`config.mk`:
```
export PLATFORM = sky130hd
export DESIGN_NAME = rds_group_generator
export DESIGN_NICKNAME = d
export VERILOG_FILES = /design/src/design/rgg_pkg.sv /design/src/design/rgg_group_builder.sv /design/src/design/rgg_block_serializer.sv /design/src/design/rds_group_generator.sv
export SDC_FILE = /design/constraint.sdc
export NUM_CORES = 1
export LEC_CHECK = 0
export ABC_AREA = 0
export BUFFER_PORTS_ARGS = -buffer_cell sky130_fd_sc_hd__buf_4
export CORE_MARGIN = 2
export CORE_UTILIZATION = 62
export CTS_CLUSTER_SIZE = 8
export DETAILED_ROUTE_END_ITERATION = 16
export PLACE_DENSITY = 0.89
export RECOVER_POWER = 50
export SETUP_SLACK_MARGIN = 0.1
export SLEW_MARGIN = 20
export SYNTH_ARGS = -nofsm -noshare
export SYNTH_HDL_FRONTEND = slang
export SYNTH_SLANG_ARGS = --single-unit
```
`constraint.sdc`:
```
create_clock -name clk_i -period 3.65 [get_ports clk_i]
set_clock_uncertainty 0.1 [all_clocks]
set_input_delay 0.5475 -clock clk_i [delete_from_list [all_inputs] [get_ports clk_i]]
set_output_delay 0.5475 -clock clk_i [all_outputs]
set_load 0.01 [all_outputs]
```
`src/design/rgg_pkg.sv`:
```
`default_nettype none

package rgg_pkg;

  // Store depth default and fixed field widths
  localparam int TEXT_WORDS_DEF = 16;
  localparam int TEXT_IDX_W     = 4;
  localparam int TEXT_DATA_W    = 32;
  localparam int INFO_W         = 16;
  localparam int CHECK_W        = 10;
  localparam int BLK_NUM_W      = 2;
  localparam int CFG_IDX_W      = 2;
  localparam int CFG_DATA_W     = 64;
  localparam int SLOT_W         = 5;
  localparam int NAME_SEG_W     = 2;

  // Group cycle: name groups first, then text groups
  localparam logic [SLOT_W-1:0] CYCLE_SLOTS = 5'd20;
  localparam logic [SLOT_W-1:0] NAME_SLOTS  = 5'd4;

  // Fixed block contents
  localparam logic [INFO_W-1:0] GRP_0A_B = 16'h0400;
  localparam logic [INFO_W-1:0] GRP_2A_B = 16'h2400;
  localparam logic [INFO_W-1:0] TA_BIT   = 16'h0010;
  localparam logic [INFO_W-1:0] FILL_C   = 16'hCDCD;

  // Block positions
  localparam logic [BLK_NUM_W-1:0] BLK_A = 2'd0;
  localparam logic [BLK_NUM_W-1:0] BLK_D = 2'd3;

  // Configuration register indexes
  typedef enum logic [CFG_IDX_W-1:0] {
    CFG_PROGRAM_ID   = 2'd0,
    CFG_TRAFFIC_ANN  = 2'd1,
    CFG_STATION_NAME = 2'd2
  } cfg_reg_e;

  // CRC generator x^10+x^8+x^7+x^5+x^4+x^3+1, low bits
  localparam logic [CHECK_W-1:0] CRC_POLY = 10'h1B9;

  // Offset words for blocks A..D
  localparam logic [CHECK_W-1:0] OFFSET_WORD [4] = '{10'h0FC, 10'h198, 10'h168, 10'h1B4};

  // Configuration write
  typedef struct packed {
    logic                  we;
    logic [CFG_IDX_W-1:0]  index;
    logic [CFG_DATA_W-1:0] data;
  } cfg_wr_t;

  // Four information words of one group, block A at index 0
  typedef logic [3:0][INFO_W-1:0] grp_words_t;

  // One output block
  typedef struct packed {
    logic [BLK_NUM_W-1:0] num;
    logic [INFO_W-1:0]    info;
    logic [CHECK_W-1:0]   check;
    logic                 last;
  } blk_out_t;

  // Checkword of a single set information bit; used at elaboration only
  function automatic logic [CHECK_W-1:0] crc_col(int k);
    logic [CHECK_W-1:0] r;
    logic               din;
    logic               top;
    r = '0;
    for (int j = INFO_W - 1; j >= 0; j--) begin
      din = (j == k);
      top = r[CHECK_W-1];
      r   = {r[CHECK_W-2:0], 1'b0};
      if (din ^ top) r = r ^ CRC_POLY;
    end
    return r;
  endfunction

  localparam logic [CHECK_W-1:0] CRC_COLS [16] = '{
    crc_col(0),  crc_col(1),  crc_col(2),  crc_col(3),
    crc_col(4),  crc_col(5),  crc_col(6),  crc_col(7),
    crc_col(8),  crc_col(9),  crc_col(10), crc_col(11),
    crc_col(12), crc_col(13), crc_col(14), crc_col(15)
  };

  // Parallel CRC: XOR of the columns of the set bits
  function automatic logic [CHECK_W-1:0] crc10(logic [INFO_W-1:0] info);
    logic [CHECK_W-1:0] r;
    r = '0;
    for (int k = 0; k < INFO_W; k++) begin
      if (info[k]) r = r ^ CRC_COLS[k];
    end
    return r;
  endfunction

endpackage

`default_nettype wire

```
`src/design/rgg_group_builder.sv`:
```
`default_nettype none

// Holds configuration, group sequencing state and the radiotext store;
// assembles the four information words of the next group.
module rgg_group_builder
  import rgg_pkg::*;
#(
  parameter int TEXT_WORDS = TEXT_WORDS_DEF
) (
  input  wire logic                   clk_i,
  input  wire logic                   rst_ni,
  input  wire cfg_wr_t                cfg_i,
  input  wire logic                   grp_req_i,
  input  wire logic                   text_we_i,
  input  wire logic [TEXT_IDX_W-1:0]  text_index_i,
  input  wire logic [TEXT_DATA_W-1:0] text_data_i,
  output grp_words_t                  grp_o
);

  localparam int SEG_W = (TEXT_WORDS > 1) ? $clog2(TEXT_WORDS) : 1;
  localparam logic [SEG_W-1:0] SEG_LAST = SEG_W'(TEXT_WORDS - 1);

  logic [INFO_W-1:0]      program_id_q;
  logic                   traffic_ann_q;
  logic [CFG_DATA_W-1:0]  station_name_q;
  logic [SLOT_W-1:0]      slot_q, slot_d;
  logic [NAME_SEG_W-1:0]  name_seg_q;
  logic [SEG_W-1:0]       text_seg_q, text_seg_d;
  logic [TEXT_DATA_W-1:0] store_q [TEXT_WORDS];

  logic                   is_name;
  logic [TEXT_DATA_W-1:0] text_word;
  logic [INFO_W-1:0]      ps_pair;
  logic                   idx_ok;

  // Configuration registers
  always_ff @(posedge clk_i or negedge rst_ni) begin
    if (!rst_ni) begin
      program_id_q   <= '0;
      traffic_ann_q  <= 1'b0;
      station_name_q <= '0;
    end else if (cfg_i.we) begin
      case (cfg_i.index)
        CFG_PROGRAM_ID:   program_id_q   <= cfg_i.data[INFO_W-1:0];
        CFG_TRAFFIC_ANN:  traffic_ann_q  <= cfg_i.data[0];
        CFG_STATION_NAME: station_name_q <= cfg_i.data;
        default: ;
      endcase
    end
  end

  // Group content for the current slot
  always_comb begin
    is_name   = (slot_q < NAME_SLOTS);
    text_word = store_q[text_seg_q];
    ps_pair   = station_name_q[{~name_seg_q, 4'b0000} +: INFO_W];
    grp_o[0]  = program_id_q;
    if (is_name) begin
      grp_o[1] = GRP_0A_B | INFO_W'(name_seg_q) | (traffic_ann_q ? TA_BIT : '0);
      grp_o[2] = FILL_C;
      grp_o[3] = ps_pair;
    end else begin
      grp_o[1] = GRP_2A_B | INFO_W'(text_seg_q);
      grp_o[2] = text_word[TEXT_DATA_W-1:INFO_W];
      grp_o[3] = text_word[INFO_W-1:0];
    end
  end

  // Slot and text segment advance
  always_comb begin
    slot_d     = (slot_q == CYCLE_SLOTS - 5'd1) ? '0 : slot_q + 5'd1;
    text_seg_d = (text_seg_q == SEG_LAST) ? '0 : text_seg_q + SEG_W'(1);
  end

  always_ff @(posedge clk_i or negedge rst_ni) begin
    if (!rst_ni) begin
      slot_q     <= '0;
      name_seg_q <= '0;
      text_seg_q <= '0;
    end else if (grp_req_i) begin
      slot_q <= slot_d;
      if (is_name) name_seg_q <= name_seg_q + 2'd1;
      else         text_seg_q <= text_seg_d;
    end
  end

  // Radiotext store, cleared at reset; out-of-range writes dropped
  assign idx_ok = (32'(text_index_i) < TEXT_WORDS);

  always_ff @(posedge clk_i or negedge rst_ni) begin
    if (!rst_ni) begin
      for (int i = 0; i < TEXT_WORDS; i++) store_q[i] <= '0;
    end else if (text_we_i && idx_ok) begin
      store_q[text_index_i[SEG_W-1:0]] <= text_data_i;
    end
  end

endmodule

`default_nettype wire

```
`src/design/rgg_block_serializer.sv`:
```
`default_nettype none

// Buffers one group and sends its four blocks, checkword attached,
// through an output register.
module rgg_block_serializer
  import rgg_pkg::*;
(
  input  wire logic       clk_i,
  input  wire logic       rst_ni,
  input  wire logic       load_i,
  input  wire grp_words_t grp_i,
  output logic            can_load_o,
  output logic            valid_o,
  input  wire logic       ready_i,
  output blk_out_t        blk_o
);

  grp_words_t           grp_q;
  logic                 grp_valid_q, grp_valid_d;
  logic [BLK_NUM_W-1:0] cnt_q, cnt_d;
  logic                 valid_q, valid_d;
  blk_out_t             blk_q, blk_d;
  logic                 out_free;
  logic                 advance;

  assign out_free   = !valid_q || ready_i;
  assign advance    = grp_valid_q && out_free;
  assign can_load_o = !grp_valid_q || (advance && (cnt_q == BLK_D));

  // Next block into the output register
  always_comb begin
    blk_d.num   = cnt_q;
    blk_d.info  = grp_q[cnt_q];
    blk_d.check = crc10(grp_q[cnt_q]) ^ OFFSET_WORD[cnt_q];
    blk_d.last  = (cnt_q == BLK_D);
  end

  // Buffer occupancy, block counter and output valid
  always_comb begin
    grp_valid_d = grp_valid_q;
    cnt_d       = cnt_q;
    if (advance) begin
      cnt_d = cnt_q + 2'd1;
      if (cnt_q == BLK_D) grp_valid_d = 1'b0;
    end
    if (load_i) begin
      grp_valid_d = 1'b1;
      cnt_d       = BLK_A;
    end
    valid_d = out_free ? grp_valid_q : valid_q;
  end

  always_ff @(posedge clk_i or negedge rst_ni) begin
    if (!rst_ni) begin
      grp_valid_q <= 1'b0;
      cnt_q       <= BLK_A;
      valid_q     <= 1'b0;
    end else begin
      grp_valid_q <= grp_valid_d;
      cnt_q       <= cnt_d;
      valid_q     <= valid_d;
    end
  end

  // Payload registers
  always_ff @(posedge clk_i) begin
    if (load_i)  grp_q <= grp_i;
    if (advance) blk_q <= blk_d;
  end

  assign valid_o = valid_q;
  assign blk_o   = blk_q;

endmodule

`default_nettype wire

```
`src/design/rds_group_generator.sv`:
```
// Channel   | Dir | Word                                   | Side info
// s_axis    | in  | tdata: text_index[3:0], text_data[35:4] | tuser: cmd
// m_axis    | out | tdata: block_number[1:0], info_word     | tlast: last_block
//           |     |   [17:2], check_word[27:18]            |
// cfg       | in  | cfg_data_i written to cfg_index_i       | cfg_we_i
//
// A group request sends four blocks on the output side, one block per cycle while m_axis is ready;
// the next request is taken in the cycle block D leaves the group buffer.
// A text write is accepted whenever the group buffer can load.
// After the request is accepted, block A reaches m_axis through the
// group buffer, then the output register.
// Reset clears all control state, the configuration and the radiotext store.
// m_axis stalls hold the block in the output register and back-pressure s_axis while a group is buffered.
`default_nettype none

module rds_group_generator
  import rgg_pkg::*;
#(
  parameter int TEXT_WORDS = TEXT_WORDS_DEF
) (
  input  wire logic                  clk_i,
  input  wire logic                  rst_ni,
  // config write port
  input  wire logic                  cfg_we_i,
  input  wire logic [CFG_IDX_W-1:0]  cfg_index_i,
  input  wire logic [CFG_DATA_W-1:0] cfg_data_i,
  // input words
  input  wire logic                  s_axis_tvalid,
  output logic                       s_axis_tready,
  input  wire logic [39:0]           s_axis_tdata,  // text_index[3:0], text_data[35:4]
  input  wire logic                  s_axis_tuser,  // cmd
  // output blocks
  output logic                       m_axis_tvalid,
  input  wire logic                  m_axis_tready,
  output logic [31:0]                m_axis_tdata,  // block_number, info_word, check_word
  output logic                       m_axis_tlast   // last_block
);

  cfg_wr_t    cfg;
  grp_words_t grp;
  blk_out_t   blk;
  logic       accept;
  logic       grp_req;
  logic       text_we;
  logic       can_load;

  assign cfg.we    = cfg_we_i;
  assign cfg.index = cfg_index_i;
  assign cfg.data  = cfg_data_i;

  // Input handshake and command decode
  assign s_axis_tready = can_load;
  assign accept        = s_axis_tvalid && s_axis_tready;
  assign grp_req       = accept && !s_axis_tuser;
  assign text_we       = accept && s_axis_tuser;

  rgg_group_builder #(
    .TEXT_WORDS(TEXT_WORDS)
  ) u_builder (
    .clk_i       (clk_i),
    .rst_ni      (rst_ni),
    .cfg_i       (cfg),
    .grp_req_i   (grp_req),
    .text_we_i   (text_we),
    .text_index_i(s_axis_tdata[TEXT_IDX_W-1:0]),
    .text_data_i (s_axis_tdata[TEXT_IDX_W +: TEXT_DATA_W]),
    .grp_o       (grp)
  );

  rgg_block_serializer u_serializer (
    .clk_i     (clk_i),
    .rst_ni    (rst_ni),
    .load_i    (grp_req),
    .grp_i     (grp),
    .can_load_o(can_load),
    .valid_o   (m_axis_tvalid),
    .ready_i   (m_axis_tready),
    .blk_o     (blk)
  );

  // Output word packing
  assign m_axis_tdata = {4'b0000, blk.check, blk.info, blk.num};
  assign m_axis_tlast = blk.last;

endmodule

`default_nettype wire

```
### Yosys cells after proc, flatten, opt, wreduce, memory -nomap -nowiden

Cells that the tools add are included.

| word-level totals | value |
|---|---|
| word-level logic and storage cells | 128 |
| bits in registers | 701 |
| output and inout bits | 35 |
| input port bits | 112 |
| bits in read-only memories | 0 |
| latch bits | 0 |
| memory bits (writable) | 0 |
| memories kept | 0 |

| operators by class | value |
|---|---|
| equal/unequal tests | 5 |
| add/sub/neg operators | 4 |
| $lt $le $gt $ge | 6 |
| divide/modulo/power cells | 0 |
| bitwise gates (word level) | 22 |
| $mul | 0 |
| mux-type cells | 36 |
| reduce and logical (&&, ||, !) cells | 20 |
| shift-type cells | 1 |

Operators by type and width:

| operator | count |
|---|---|
| $bwmux 512 | 1 |
| $bmux 32 s4 | 1 |
| $demux 32 s4 | 1 |
| $mux 10 | 12 |
| $mux 32 | 3 |
| $shiftx 64x7->16 | 1 |
| $mux 48 | 1 |
| $bmux 16 s2 | 1 |
| $not 5->5 | 6 |
| $bmux 10 s2 | 1 |
| $mux 9 | 2 |
| $not 6->6 | 3 |
| $mux 16 | 1 |
| $or 11x16->16 | 1 |
| $mux 7 | 2 |
| $not 7->7 | 2 |
| $reduce_and 2->1 | 6 |
| $ge 5x5->1 const B | 2 |
| $mux 5 | 2 |
| $not 4->5 | 2 |
| $xor 10x10->10 | 1 |
| $not 9->9 | 1 |
| $mux 8 | 1 |
| $not 8->8 | 1 |
| 25 further kinds | 39 |

### Depth between registers and ports, before layout

| depth | value |
|---|---|
| depth after elaboration | 34 |
| mapped depth | 8 |
| mapped depth without buffers | 6 |

### Cells and area by module

A second synthesis with hierarchy kept.

| unflattened totals | value |
|---|---|
| cell total of the unflattened synthesis | 1948 |
| area total of the unflattened synthesis | 31217.4 µm² |

Modules (own cells, without submodules):

| module | cells each | instances | area each (µm²) | sequential area each (µm²) |
|---|---|---|---|---|
| rgg_group_builder | 1766 | 1 | 27208.6 | 15114.5 |
| rgg_block_serializer | 175 | 1 | 3958.8 | 2892.8 |
| rds_group_generator | 7 | 1 | 50.0 | 0.0 |

### Worst setup path after synthesis

OpenSTA, ideal clock, no wires.

| path | value |
|---|---|
| kind | input to register |
| start point | input m_axis_tready |
| end point | register u_builder.slot_q[3] |
| slack | 0.223 ns |
| path buffers | 1 |
| data required time | 3.423 ns |
| data arrival time | 3.200 ns |
| cell stages on the path | 6 |
| cell sequence | nand2b_1 > a21boi_0 > nor3_1 > clkbuf_1 > nand4_1 > xnor2_1 |

| between the ends | value |
|---|---|
| longest elaborated chain between the ends | 6 |

Ends and longest elaborated chain:

| what | line | text |
|---|---|---|
| start, declared | rds_group_generator.sv:34 | `input wire logic m_axis_tready,` |
| $logic_or 1x1->1 | rgg_block_serializer.sv:26 | `assign out_free = !valid_q \|\| ready_i;` |
| $logic_and 1x1->1 | rgg_block_serializer.sv:27 | `assign advance = grp_valid_q && out_free;` |
| $logic_and 1x1->1 | rgg_block_serializer.sv:28 | `assign can_load_o = !grp_valid_q \|\| (advance && (cnt_q == BLK_D));` |
| $logic_or 1x1->1 | rgg_block_serializer.sv:28 |  |
| $logic_and 1x1->1 | rds_group_generator.sv:53 | `assign accept = s_axis_tvalid && s_axis_tready;` |
| $logic_and 1x1->1 | rds_group_generator.sv:54 | `assign grp_req = accept && !s_axis_tuser;` |
| named net grp_req | rds_group_generator.sv:43 | `logic grp_req;` |
| end signal, assigned | rgg_group_builder.sv:81 | `slot_q <= slot_d;` |
| end, declared | rgg_group_builder.sv:26 | `logic [SLOT_W-1:0] slot_q, slot_d;` |

The timed path passes the listed nets, and every way through them passes these cells.
A chain may end at the register's enable or synchronous reset.

==> results.ini <==
[synth]
synth_top_area_share = 0.495
ys.flop_type = dfrtp_1
avgSynthCellArea_sq_um = 16.7
yosys_warnings = 0
synth_cell_type_count = 48
yosysTopAreaCell = dfrtp_1
syn_area_sq_um = 30700
syn_inst = 1837
synth.area.top_cells = dfrtp_1 50%, mux2_2 22%, mux4_2 12%
ys_ff_latch = 691
async_flop_share = 0.880
yosysSeqAreaShare = 0.576
synth_edf_count = 83

[timing]
hold_viol_final = 0
worst_pin_slew_ns = 1.62
max_freq_mhz = 324
whs_ns = 0.0389
setup_viol = 0
fin_crit_ns = 3.08
relSlewSlack = -0.0791
fin_setup_tns_ns = 0
fin_crit_sh = 0.844
slew_violations = 121
rsz0062_at_grt = no

[place]
gp_congestion = 0.860
dpl.hpwl_um = 44200
place.port_buffers = 138
place_area_sq_um = 32900

[setup_path]
r2r_cells = 7
worstSetupStartpoint = u_serializer.cnt_q[0]
r2r-end = u_builder.store_q[42]
cp-start-kind = flip-flop
reg2reg_from = u_serializer.cnt_q[0]
crit_type = flip-flop to flip-flop
cp.required_ns = 4.06
worst-path-max-fanout = 13
arrival_ns = 3.49
cp-end-kind = flip-flop
reg2reg_slack_ns = 0.57
endpoint = u_builder.store_q[42]

[run_status]
violations = max-capacitance violations, max-slew violations
status = finished with violations

[floorplanning]
start_util = 0.628
die_w_um = 227
row_count = 81
core_sq_um = 49000
die_h_um = 227
die_area_sq_um = 51300
ios = 147

[final_layout]
multi_input_area_sq_um = 12400
n_fill_cell = 2795
final_util = 0.721
seq_area_sq_um = 17700
nets = 2121
area_growth_pct = 14.9
drive_above_1_share = 0.533
fin_area_sq_um = 35300

[clock_tree]
path_clk_slew_ns = 0.05
clock_sinks = 691
htreeDepth = 3
cts_buffers = 96
cts_tree = yes
post_cts_resize_count = 0
clk_path_buf_depth = 3
cts_root_buf = clkbuf_16
clk_latency_ns = 0.65

[route]
remaining_drc_errors = 0
num_vias = 17510
drtPass1Iterations = 5
viasPerCell = 6.50
drt_first_iter_violations = 1517
totalWireLength_um = 73500
wl_per_cell_um = 27.3
ant_nets = 0

[hold_path]
min_from = cfg_data_i[54]
hp-class = input port to flip-flop

[global_routing]
antenna_found_initial = 10
grt_pass1_vias = 19160
grt.total_usage = 0.299
grt_first_pass_wirelength_um = 114000
overflow = 0
grt_max_degree = 102

[power_and_ir_drop]
leakagePower_nw = 15.8
power_density_nw_per_um2 = 797
vdd_ir_drop_max_mv = 0.453

[run]
drv_cap = 2

-- layer usage --
| metal | global-route usage | vias to the layer above | routed length (um) |
|---|---|---|---|
| li1 | - | 7184 | - |
| met1 | 0.384 | 9478 | 28400 |
| met2 | 0.498 | 633 | 37600 |
| met3 | 0.0685 | 203 | 4680 |
| met4 | 0.120 | 12 | 2670 |
| met5 | 0 | - | 87 |
-- worst min-delay path by stage --
| stage | to | slack (ns) | cells after the start |
|---|---|---|---|
| finish | u_builder.station_name_q[54] | 0.04 | 2 |
| global route | u_builder.station_name_q[42] | 0.02 | 2 |
| CTS | u_builder.station_name_q[46] | 0.02 | 2 |
| detailed placement | u_serializer.grp_q[4] | 0.33 | 0 |
| global placement | u_serializer.grp_q[4] | 0.33 | 0 |
| floorplan | u_builder.name_seg_q[0] | 0.15 | 0 |
-- flip-flops by register name, summed over array words and instances (netlist names) --
signal	flops
u_serializer.grp_q	54
u_builder.name_seg_q	2
u_builder.text_seg_q	4
u_serializer.valid_o	1
u_builder.program_id_q	16
u_serializer.grp_valid_q	1
u_builder.traffic_ann_q	1
u_builder.station_name_q	64
u_serializer.blk_o	29
u_builder.slot_q	5
u_builder.store_q	512
u_serializer.cnt_q	2
-- worst max-delay path: stages (launching register included) --
cell and delay, ns:
dfrtp_1 0.37, ha_1 0.22, a21boi_0 0.19, inv_1 0.26
nand4_1 0.40, nor2_4 0.65, buf_4 0.37, mux2_2 0.37
-- report_power, final --
| group | total (W) | switching (W) | internal, W | leakage, nW |
|---|---|---|---|---|
| Clock | 0.00799 | 0.00320 | 0.00480 | 1.28 |
| Combinational | 0.00854 | 0.00371 | 0.00483 | 5.64 |
| Sequential | 0.0116 | 0.00134 | 0.0102 | 8.84 |
-- cells in the final DEF, fill, tap and decap left out, drive strengths merged, types with 15 or more instances in the layout --
cell    Yosys  layout
inv         9      15
xnor2      19      19
nand2      21      21
mux2i      16      16
buf        85     169
dfrtp     608     608
edfxtp     83      83
mux2      605     605
clkbuf     63     159
nor2       17      17
mux4      166     166
-- final cells by class --
class / instances / share of cell area
Multi-Input combinational cell: 992 / 0.351
Inverter: 9 / 0.000957
Tap cell: 664 / 0.0235
Antenna cell: 2 / 0.000142
Clock buffer: 116 / 0.0702
Clock inverter: 8 / 0.00439
Sequential cell: 691 / 0.502
Timing Repair Buffer: 213 / 0.0480
-- Yosys cell counts, drive strengths merged, types with 2 or more instances --
cell and count:
nand4 5, nand2 21, mux2i 16, ha 6, nand2b 5, a31oi 2
edfxtp 83, o2bb2ai 9, xor2 11, a21oi 2, inv 9, xnor3 9
nor3 6, a22o 10, nor2 17, mux2 605, nand3 7, nand3b 2
and2 12, dfrtp 608, mux4 166, buf 85, or2 10, a22oi 7
o31ai 6, o21ai 13, a221oi 10, clkbuf 63, nor2b 6, xnor2 19
-- what timing repair did --
action	4_1_cts	5_1_grt
hold endpoints to repair	77	0
hold buffers	1	0
buffers inserted	0	0
-- logic make-up (layout without fill, tap and decap cells) --
| logic type | after synthesis | after routing | share of synthesized area |
|---|---|---|---|
| other cells | 1 | 6 | 0.000122 |
| flops | 691 | 691 | 0.576 |
| compound gates | 62 | 62 | 0.0161 |
| buf+inv | 157 | 346 | 0.0235 |
| mux | 787 | 787 | 0.349 |
| simple gates | 93 | 93 | 0.0154 |
| xor+xnor | 40 | 40 | 0.0171 |
| fa+ha+maj | 6 | 6 | 0.00244 |
-- metrics by stage --
stage	std cells	worst slack, ns	power (W)
floorplan	1840	0.223	0.0176
global placement	2568	0.590	0.0197
detailed placement	2568	0.465	0.0202
CTS	2693	0.602	0.0284
global route	2694	0.420	0.0293
finish	2695	0.568	0.0281
Power figures use the tool's default switching activity.
